--- src/tun_pkg.sv ---
package tun_pkg;

    // Field widths of the ports.
    localparam int COORD_W = 32;
    localparam int OUT_W = 16;

    // Internal arithmetic widths.
    localparam int EDGE_W = COORD_W + 1;
    localparam int HALF_W = 16;
    localparam int PART_W = 2 * (EDGE_W - HALF_W);
    localparam int PROD_W = 2 * EDGE_W;
    localparam int CROSS_W = PROD_W + 1;
    localparam int MAG_W = PROD_W;
    localparam int NORM_W = 31;
    localparam int SQ_W = 2 * NORM_W;
    localparam int SUM_W = 64;
    localparam int ROOT_W = SUM_W / 2;
    localparam int ROOT_STEPS = SUM_W / 2;
    localparam int REM_W = ROOT_W + 2;
    localparam int FRAC_BITS = 14;
    localparam int QUOT_W = FRAC_BITS + 1;
    localparam int NUM_W = NORM_W + FRAC_BITS + 1;

    // Leading-one search and normalizing shift.
    localparam int GRP_W = 16;
    localparam int GRP_N = (MAG_W + GRP_W - 1) / GRP_W;
    localparam int GRP_IDX_W = $clog2(GRP_N);
    localparam int POS_W = $clog2(GRP_W);
    localparam int SHIFT_W = GRP_IDX_W + POS_W;
    localparam int TOP_POS = MAG_W - 1;
    localparam int M_LSB = MAG_W - NORM_W;

    // Pipeline depths.
    localparam int FRONT_STAGES = 9;
    localparam int BACK_STAGES = 2 + ROOT_STEPS + 1 + QUOT_W + 1;

    // Default depth of the queue between front and back.
    localparam int QUEUE_DEPTH = 4;

    // Classified item handed from the front to the back.
    typedef struct packed {
        logic                  deg;
        logic [2:0]            neg;
        logic [NORM_W-1:0]     mx;
        logic [NORM_W-1:0]     my;
        logic [NORM_W-1:0]     mz;
    } tun_item_t;

    // Sign and degenerate flags that travel along the back pipeline.
    typedef struct packed {
        logic       deg;
        logic [2:0] neg;
    } tun_meta_t;

endpackage

--- src/tun_queue.sv ---
module tun_queue #(
    parameter int DEPTH = tun_pkg::QUEUE_DEPTH
) (
    input  logic               clk,
    input  logic               rst_n,
    input  logic               push_valid,
    output logic               push_ready,
    input  tun_pkg::tun_item_t push_item,
    output logic               pop_valid,
    input  logic               pop_ready,
    output tun_pkg::tun_item_t pop_item
);
    import tun_pkg::*;

    localparam int PTR_W = $clog2(DEPTH);
    localparam int CNT_W = $clog2(DEPTH + 1);

    tun_item_t          slot_reg [DEPTH];
    logic [PTR_W-1:0]   wr_ptr_reg;
    logic [PTR_W-1:0]   rd_ptr_reg;
    logic [CNT_W-1:0]   count_reg;
    logic               push;
    logic               pop;

    assign push_ready = (count_reg != CNT_W'(DEPTH));
    assign pop_valid = (count_reg != '0);
    assign push = push_valid && push_ready;
    assign pop = pop_valid && pop_ready;
    assign pop_item = slot_reg[rd_ptr_reg];

    // Storage is written at the tail.
    always_ff @(posedge clk)
    begin
        if (push)
        begin
            slot_reg[wr_ptr_reg] <= push_item;
        end
    end

    // Pointers wrap at the depth; the count tracks occupancy.
    always_ff @(posedge clk or negedge rst_n)
    begin
        if (!rst_n)
        begin
            wr_ptr_reg <= '0;
            rd_ptr_reg <= '0;
            count_reg <= '0;
        end
        else
        begin
            if (push)
            begin
                wr_ptr_reg <= (wr_ptr_reg == PTR_W'(DEPTH - 1)) ? '0 : wr_ptr_reg + 1'b1;
            end
            if (pop)
            begin
                rd_ptr_reg <= (rd_ptr_reg == PTR_W'(DEPTH - 1)) ? '0 : rd_ptr_reg + 1'b1;
            end
            if (push && !pop)
            begin
                count_reg <= count_reg + 1'b1;
            end
            else if (pop && !push)
            begin
                count_reg <= count_reg - 1'b1;
            end
        end
    end

endmodule

--- config.mk ---
export PLATFORM = sky130hd
export DESIGN_NAME = tun_queue
export DESIGN_NICKNAME = d
export VERILOG_FILES = /design/src/tun_pkg.sv /design/src/tun_queue.sv
export SDC_FILE = /design/constraint.sdc
export NUM_CORES = 1
export LEC_CHECK = 0
export BUFFER_PORTS_ARGS = -buffer_cell sky130_fd_sc_hd__buf_2
export CAP_MARGIN = 20
export CORE_MARGIN = 4
export CORE_UTILIZATION = 35
export CTS_BUF_LIST = sky130_fd_sc_hd__clkbuf_8
export DETAILED_ROUTE_END_ITERATION = 10
export SLEW_MARGIN = 0
export SYNTH_ARGS = -nofsm -noshare
export SYNTH_HDL_FRONTEND = slang
export SYNTH_SLANG_ARGS = --single-unit
--- constraint.sdc ---
create_clock -name clk -period 2.6 [get_ports clk]
set_input_delay 0.26 -clock clk [delete_from_list [all_inputs] [get_ports clk]]
set_output_delay 0.26 -clock clk [all_outputs]
set_load 0.1 [all_outputs]
==> flow_metrics.tcl, run 1 <==
set metrics [dict create \
    use_met3 0.04173 \
    die-area_um2 44460 \
    grt-ovfl-total 0 \
    initial_core_util 0.3536 \
    grt_setup_unrepaired "yes" \
    cap_violations 0 \
    netlist_area_um2 14400 \
    pin_count 200 \
    arrival_ns 2.23 \
    setup_viol 0 \
    status "completed" \
    seqCellArea_um2 11830 \
    max_slew_margin 0.5786 \
    synthSimpleGateAreaFrac 0.005038 \
    chipHeight_um 210.9 \
    wl_per_cell_um 19.42 \
    place_ws_ns 0.4080 \
    drt-initial-drc-count 272 \
    min_period_ns 2.488 \
    synth_compound_area_frac 0 \
    fillCellCount 3484 \
    htree_levels 3 \
    synth_top_family_by_area "multiplexers" \
    cp_max_fo 27 \
    drive_above_1_share 0.4290 \
    start_kind "flip-flop" \
    die_width_um 210.9 \
    place_area_um2 16200 \
    hold_violations 0 \
    grt_pass1_vias 8011 \
    finalClockSkew_ns 0.01221 \
    routed_wl_mm 28.95 \
    setup-tns-final_ns 0 \
    design_area_um2 18700 \
    tightestPinTransition_ns 0.6321 \
    slew_viol_final 0 \
    ys.warnings.count 0 \
    cts-root-buf "clkbuf_8" \
    use_met1 0.1698 \
    vias 6921 \
    cts_tree "built" \
    clk_latency_ns 0.59 \
    drt_first_pass_iters 4 \
    vias_per_cell 4.642 \
    grt_max_degree 67 \
    fin_ws_ns 0.1117 \
    end_kind "output port" \
    multi_input_area_um2 2457 \
    crit_required_ns 2.34 \
    largest_reg_flops 388 \
    cts_sinks 395 \
    seq_area_frac_synth 0.8211 \
    clkTransAtPathRegs_ns 0.06 \
    area_growth_pct 29.85 \
    hpwl_mm 16.50 \
    netlist_instances 543 \
    hold_class "input pin to flip-flop" \
    top_usage_layer "met2" \
    avgSynthCellArea_um2 26.53 \
    design.final.nets 1013 \
    io_buffer_count 199 \
    timing.fmax_mhz 401.9 \
    synth.area.mux_share 0.1561 \
    rows 74 \
    globalRouteMet2Util 0.2121 \
    grt_use_total 0.1323 \
    ys_types 20 \
    clock_path_buffers 3 \
    synth-seq-cells 395 \
    synth_fp_nets 651 \
    synthXorXnorAreaFrac 0.001824 \
    grt_pass1_wl_mm 45.06 \
    fin_util 0.4591 \
    post-route-period-util 0.9571 \
    gp_congestion 0.6614 \
    synth_adder_area_share 0.006602 \
    numCtsBuffers 67 \
    drc 0 \
    antenna_left 0 \
    antenna_found_initial 1 \
    coreArea_um2 40740 \
    crit_type "flip-flop to output port" \
]
==> layout make-up <==
class                           count  share of cell area
Timing Repair Buffer              315              0.1366
Clock buffer                       68             0.05004
Inverter                            3           0.0006021
Sequential cell                   395              0.6327
Multi-Input combinational cell    123              0.1314
Tap cell                          532             0.03559
Antenna cell                        1           0.0001338
Clock inverter                     54             0.01291
==> cells in the mapped netlist, drive strengths merged <==
library cell / count / area (µm²)
and2: 1 / 8.760
and3: 4 / 30.03
buf: 16 / 101.4
clkbuf: 6 / 22.52
dfrtp: 7 / 175.2
edfxtp: 388 / 11650
fa: 1 / 20.02
ha: 6 / 75.07
inv: 3 / 11.26
mux2: 5 / 63.81
mux4: 97 / 2185
nand2: 1 / 3.750
nor2: 3 / 11.26
or3: 1 / 7.510
or3b: 1 / 11.26
xnor2: 1 / 8.760
xor2: 2 / 17.52
==> cells by family after synthesis <==
group | Yosys count
XOR/XNOR | 3
adder cells (fa/ha/maj) | 7
buffers and inverters | 25
flip-flops | 395
multiplexers | 102
AND/OR/NAND/NOR | 11
==> routing by layer <==
metal  wire (µm)  up-vias
met1       12180     3587
met4         568        0
li1            -     3092
met3        1905       42
met5           0        -
met2       14300      200
==> layout by cell type, fill, tap and decap left out, types with 4 or more instances in the layout <==
cell	instances
clkbuf_8	68
clkinv_2	10
clkinv_1	15
inv_1	26
buf_4	47
clkbuf_4	8
mux4_2	97
buf_6	26
buf_2	124
dfrtp_1	5
ha_1	6
buf_12	7
edfxtp_1	388
dlygate4sd3_1	99
and3_4	4
==> path summary, 6_finish.rpt <==
kind	from	end	slack [ns]	depth (start not counted)
hold / removal	pop_ready	rd_ptr_reg[1]$_DFFE_PN0P_	0.08	3
setup reg to reg	count_reg[1]$_DFFE_PN0P_	count_reg[2]$_DFFE_PN0P_	0.40	8
setup / recovery	rd_ptr_reg[0]$_DFFE_PN0P_	pop_item[86]	0.11	3
hold reg to reg	count_reg[2]$_DFFE_PN0P_	count_reg[2]$_DFFE_PN0P_	0.49	1
min in group asynchronous	rst_n	rd_ptr_reg[0]$_DFFE_PN0P_	0.64	3
max in group asynchronous	rst_n	rd_ptr_reg[1]$_DFFE_PN0P_	1.68	3
==> what timing repair did <==
item,4_1_cts,5_1_grt
endpoints found under the hold margin,395,0
setup endpoints to repair,76,74
resized for setup,31,112
hold buffers,99,0
setup buffers,1,0
==> worst max-delay path: stages, from the launching register on <==
cell	delay, ns
dfrtp_4	0.49
buf_12	0.25
mux4_2	0.54
buf_2	0.31
==> metrics by stage <==
stage | hold slack [ns] | cells
3_5_place_dp | 0.1130 | 1268
6_report | 0.07781 | 1491
3_3_place_gp | 0.1074 | 1268
2_1_floorplan | -0.03559 | 543
5_1_grt | 0.04604 | 1491
4_1_cts | 0.003385 | 1490
Power of run 1 is not shown: default switching activity piles up to over one toggle a cycle in this logic, so the estimate is an artifact.
==> run 2, diff against run 1 <==
--- a/config.mk
+++ b/config.mk
@@ -7,6 +7,7 @@
 export LEC_CHECK = 0
 export BUFFER_PORTS_ARGS = -buffer_cell sky130_fd_sc_hd__buf_2
 export CAP_MARGIN = 20
+export CORE_ASPECT_RATIO = 1.1
 export CORE_MARGIN = 4
 export CORE_UTILIZATION = 35
 export CTS_BUF_LIST = sky130_fd_sc_hd__clkbuf_8
==> run 2 against run 1 <==
Against the previous run: global-route usage increased by 0.55 points; sequential share of layout area is 0.98 points lower; worst hold slack better by 0.012 ns; design area grew 1.6%; maximum frequency is 2.8% lower; first-iteration DRC count grew 47%; sequential cell count unchanged; via count increased by 1.5%; core utilization is 1.0 points higher; routed wire length is 4.9% higher; count of clock-buffer cells in the layout up 1; critical path depth stayed put.
==> flow_metrics.tcl, run 2 (same netlist as run 1, synthesis figures left out) <==
set metrics [dict create \
    status "completed" \
    hold_violations 0 \
    post-route-period-util 0.9845 \
    drt_first_pass_iters 5 \
    grt_pass1_wl_mm 46.61 \
    hp-start "pop_ready" \
    clkTransAtPathRegs_ns 0.06 \
    min_period_ns 2.560 \
    tightestPinTransition_ns 0.6826 \
    holdPathStages 3 \
    drc 0 \
    vias 7028 \
    fin_util 0.4695 \
    rows 77 \
    initial_core_util 0.3560 \
    die-area_um2 44470 \
    antenna_cells 0 \
    place_area_um2 16300 \
    routed_wl_mm 30.38 \
    timing.fmax_mhz 390.7 \
    cp_max_fo 17 \
    numCtsBuffers 67 \
    coreArea_um2 40460 \
    crit_required_ns 2.34 \
    cpPeakStageDelay_ns 0.54 \
    hpwl_mm 17.60 \
    clock_path_buffers 3 \
    largest_reg_flops 388 \
    start_kind "flip-flop" \
    whs_endpoint "rd_ptr_reg[0]$_DFFE_PN0P_" \
    cts-root-buf "clkbuf_8" \
    chipHeight_um 220.8 \
    clk_latency_ns 0.59 \
    die_width_um 201.4 \
    grt_setup_unrepaired "yes" \
    hold_class "input pin to flip-flop" \
    antenna_left 0 \
    io_buffer_count 199 \
    crit_type "flip-flop to output port" \
    final_cell_mix "388 x edfxtp_1, 123 x buf_2, 99 x dlygate4sd3_1, 97 x mux4_2, 69 x clkbuf_8" \
    cts_tree "built" \
    area_growth_pct 31.88 \
    setup_viol 0 \
    vias_per_cell 4.742 \
    drt-initial-drc-count 401 \
    htree_levels 3 \
    worst_r2r_endpoint "count_reg[2]$_DFFE_PN0P_" \
    slowest_stage "dfrtp_4" \
    end_kind "output port" \
    r2r_slack_ns 0.43 \
    final_common_cell "edfxtp_1" \
    cts_sinks 395 \
    design_area_um2 19000 \
    place_inst 1258 \
    grt_use_total 0.1378 \
    antenna_found_initial 0 \
    grt-ovfl-total 0 \
    grt_pass1_vias 7942 \
    reg2regPathDepth 8 \
    pin_count 200 \
    finalClockSkew_ns 0.01806 \
    design.final.nets 1028 \
    crit_path_cell_trace "bufbuf_16 > mux4_2 > buf_4" \
    drive_above_1_share 0.4376 \
    arrival_ns 2.30 \
    hold_slack_ns 0.08933 \
    max_slew_margin 0.5450 \
    grt_max_degree 57 \
    wl_per_cell_um 20.50 \
    gp_congestion 0.6827 \
    cap_violations 0 \
    slew_viol_final 0 \
    reg2reg_from "count_reg[1]$_DFFE_PN0P_" \
    layout.cells.non_filler 1482 \
]
-- run 2: cell types whose count changed in the layout (fill, tap and decap cells not counted), moves of 2 or more --
| cell | before | now |
|---|---|---|
| clkinv_2 | 10 | 7 |
| clkbuf_4 | 8 | 0 |
| bufbuf_16 | 0 | 2 |
| buf_12 | 7 | 13 |
| buf_4 | 47 | 41 |
| buf_8 | 1 | 7 |
| clkinv_1 | 15 | 13 |
| buf_6 | 26 | 43 |
-- run 2: worst max-delay path, delay by kind of cell, from the launching register on --
kind | cells | cell delay, ns
muxes | 1 | 0.53
buffers and inverters | 2 | 0.63
DFF | 1 | 0.54
-- run 2: how the worst max path moves through the flow --
stage | from | endpoint | depth (start not counted)
floorplan | count_reg[2]$_DFFE_PN0P_ | slot_reg[0][0]$_DFFE_PP_ | 2
global placement | count_reg[1]$_DFFE_PN0P_ | count_reg[2]$_DFFE_PN0P_ | 8
detailed placement | count_reg[1]$_DFFE_PN0P_ | count_reg[2]$_DFFE_PN0P_ | 8
CTS | rd_ptr_reg[0]$_DFFE_PN0P_ | pop_item[62] | 3
global route | rd_ptr_reg[0]$_DFFE_PN0P_ | pop_item[63] | 3
finish | rd_ptr_reg[0]$_DFFE_PN0P_ | pop_item[63] | 3
-- run 2: routing by layer --
| metal | share of wire | vias up | GRT usage |
|---|---|---|---|
| li1 | - | 3121 | - |
| met1 | 0.42 | 3658 | 0.1758 |
| met2 | 0.50 | 204 | 0.2277 |
| met3 | 0.056 | 45 | 0.03811 |
| met4 | 0.019 | 0 | 0.05219 |
| met5 | 0 | - | 0 |
-- run 2: stage by stage --
step	setup TNS, ns	setup WS, ns
6_report	0	0.04031
4_1_cts	-3.706	-0.09694
3_3_place_gp	0	0.4476
3_5_place_dp	0	0.4130
2_1_floorplan	0	0.01489
5_1_grt	-4.209	-0.1049
-- run 2: layout make-up --
| class | instances | area [µm²] |
|---|---|---|
| clock buffers | 69 | 949.7 |
| clock inverters | 49 | 217.7 |
| fillers | 3427 | 21470 |
| inverters | 3 | 11.26 |
| multi-input cells | 123 | 2457 |
| flip-flops and latches | 395 | 11830 |
| well taps | 513 | 641.9 |
| repair buffers | 330 | 2884 |
-- run 2: repair_timing --
item	4_1_cts	5_1_grt
pin swaps	0	0
hold buffers	99	0
setup endpoints to repair	93	69
cloned	2	0
endpoints found under the hold margin	395	0
gates resized for setup	108	26
setup buffers	4	1
Power of run 2 is left out for the same reason.
==> run 3, diff against run 2 <==
--- a/config.mk
+++ b/config.mk
@@ -10,9 +10,8 @@
 export CORE_ASPECT_RATIO = 1.1
 export CORE_MARGIN = 4
 export CORE_UTILIZATION = 35
-export CTS_BUF_LIST = sky130_fd_sc_hd__clkbuf_8
 export DETAILED_ROUTE_END_ITERATION = 10
-export SLEW_MARGIN = 0
+export SLEW_MARGIN = 20
 export SYNTH_ARGS = -nofsm -noshare
 export SYNTH_HDL_FRONTEND = slang
 export SYNTH_SLANG_ARGS = --single-unit
==> constraint.sdc (replaced) <==
create_clock -name clk -period 3.3 [get_ports clk]
set_input_delay 0.33 -clock clk [delete_from_list [all_inputs] [get_ports clk]]
set_output_delay 0.33 -clock clk [all_outputs]
set_load 0.1 [all_outputs]
==> run 3 against run 2 <==
Against the previous run: via count shrank 2.9%; sequential share of layout area is 1.3 points higher; cell count shrank 3.6%; register-to-register slack improved by 0.61 ns; non-clock buffer count is 15 lower; count of clock-buffer cells in the layout fell by 12; design area down 2.1%; critical path type unchanged.
==> flow_metrics.tcl, run 3 (same netlist as run 1, synthesis figures left out) <==
set metrics [dict create \
    vias 6823 \
    timing.fmax_mhz 352.7 \
    die_width_um 201.4 \
    post_cts_resized 0 \
    min_period_ns 2.836 \
    die-area_um2 44470 \
    antenna_found_initial 1 \
    coreArea_um2 40460 \
    status "completed" \
    clock_path_buffers 3 \
    end_kind "output port" \
    cp_max_fo 24 \
    wl_per_cell_um 20.68 \
    grt-ovfl-total 0 \
    grt_pass1_vias 7637 \
    fillCellCount 3389 \
    gp_congestion 0.6812 \
    hpwl_mm 17.35 \
    final_common_cell "edfxtp_1" \
    max_slew_margin 0.5391 \
    post-route-period-util 0.8593 \
    drt_first_pass_iters 5 \
    chipHeight_um 220.8 \
    area_growth_pct 29.14 \
    grt_max_degree 57 \
    cts_tree "built" \
    clkTransAtPathRegs_ns 0.06 \
    start_kind "flip-flop" \
    m1WireLength_mm 12.87 \
    hold_class "input pin to asynchronous set/reset pin" \
    antenna_left 0 \
    setup_viol 0 \
    final_cell_mix "388 x edfxtp_1, 199 x buf_2, 98 x dlygate4sd3_1, 97 x mux4_2, 45 x clkbuf_16" \
    setup-tns-final_ns 0 \
    rows 77 \
    drt-initial-drc-count 240 \
    crit_type "flip-flop to output port" \
    grt_setup_unrepaired "no" \
    hold_violations 0 \
    routed_wl_mm 29.56 \
    htree_levels 2 \
    io_buffer_count 199 \
    numCtsBuffers 44 \
    arrival_ns 2.51 \
    crit_required_ns 2.97 \
    design.final.nets 990 \
    pin_count 200 \
    highest_layer "met5" \
    antenna_cells 0 \
    drive_above_1_share 0.4247 \
    finalClockSkew_ns 0.01989 \
    cts_sinks 395 \
    dr_wl_met2_mm 14.65 \
    cts-root-buf "clkbuf_16" \
    clk_latency_ns 0.56 \
    cap_violations 0 \
    grt_pass1_wl_mm 45.40 \
    tightestPinTransition_ns 0.6914 \
    largest_reg_flops 388 \
    grt_use_total 0.1337 \
    drc 0 \
    vias_per_cell 4.775 \
    wl_met3_mm 1.536 \
    slew_viol_final 0 \
    initial_core_util 0.3560 \
]
==> run 3: cell types whose count changed in the layout (fill, tap and decap cells not counted), moves of 6 or more <==
| cell | before | now |
|---|---|---|
| buf_2 | 123 | 199 |
| clkbuf_8 | 69 | 0 |
| clkbuf_16 | 0 | 45 |
| buf_6 | 43 | 0 |
| buf_4 | 41 | 8 |
| inv_1 | 26 | 3 |
| clkbuf_1 | 0 | 12 |
| buf_8 | 7 | 0 |
| clkinv_1 | 13 | 7 |
==> run 3: cell type report <==
cell class / count / area (µm²) / share of cell area
flip-flops and latches: 395 / 11830 / 0.6362
inverters: 3 / 11.26 / 0.0006054
clock buffers: 57 / 1171 / 0.06296
well taps: 513 / 641.9 / 0.03451
clock inverters: 23 / 249.0 / 0.01339
repair buffers: 315 / 2237 / 0.1203
multi-input cells: 123 / 2457 / 0.1321
==> run 3: repair_timing <==
| action | 4_1_cts | 5_1_grt |
|---|---|---|
| hold buffers | 98 | 0 |
| setup buffers | 0 | 0 |
| hold endpoints to repair | 395 | 0 |
==> run 3: worst paths after layout <==
| check | start | end | slack (ns) | cells after the start |
|---|---|---|---|---|
| setup / recovery | rd_ptr_reg[0]$_DFFE_PN0P_ | pop_item[4] | 0.46 | 3 |
| hold / removal | rst_n | wr_ptr_reg[1]$_DFFE_PN0P_ | 0.17 | 2 |
| setup reg to reg | count_reg[1]$_DFFE_PN0P_ | count_reg[2]$_DFFE_PN0P_ | 1.04 | 8 |
| hold reg to reg | count_reg[2]$_DFFE_PN0P_ | count_reg[2]$_DFFE_PN0P_ | 0.49 | 1 |
| max in group asynchronous | rst_n | rd_ptr_reg[1]$_DFFE_PN0P_ | 2.94 | 2 |
| min in group clk | pop_ready | rd_ptr_reg[1]$_DFFE_PN0P_ | 0.23 | 3 |
==> run 3: worst max-delay path, cell delays in order (launching register included) <==
cell and delay, ns:
dfrtp_4 0.79, buf_12 0.28, mux4_2 0.56, buf_2 0.32
==> run 3: per-layer routing <==
| layer | up-vias | GRT usage |
|---|---|---|
| li1 | 3041 | - |
| met1 | 3571 | 0.1782 |
| met2 | 169 | 0.2193 |
| met3 | 40 | 0.03767 |
| met4 | 2 | 0.03555 |
| met5 | - | 0 |
==> run 3: through the flow <==
step	utilization	hold WS [ns]	instance area, µm²	cells	setup WS [ns]
finish	0.4597	0.1655	18600	1429	0.4644
global route	0.4597	0.1537	18600	1429	0.2865
CTS	0.4597	0.09816	18600	1429	0.3170
detailed placement	0.4004	0.1883	16200	1251	0.9418
global placement	0.4004	0.1944	16200	1251	0.9655
floorplan	-	0.03441	14400	543	0.7149
Power of run 3 is left out for the same reason.
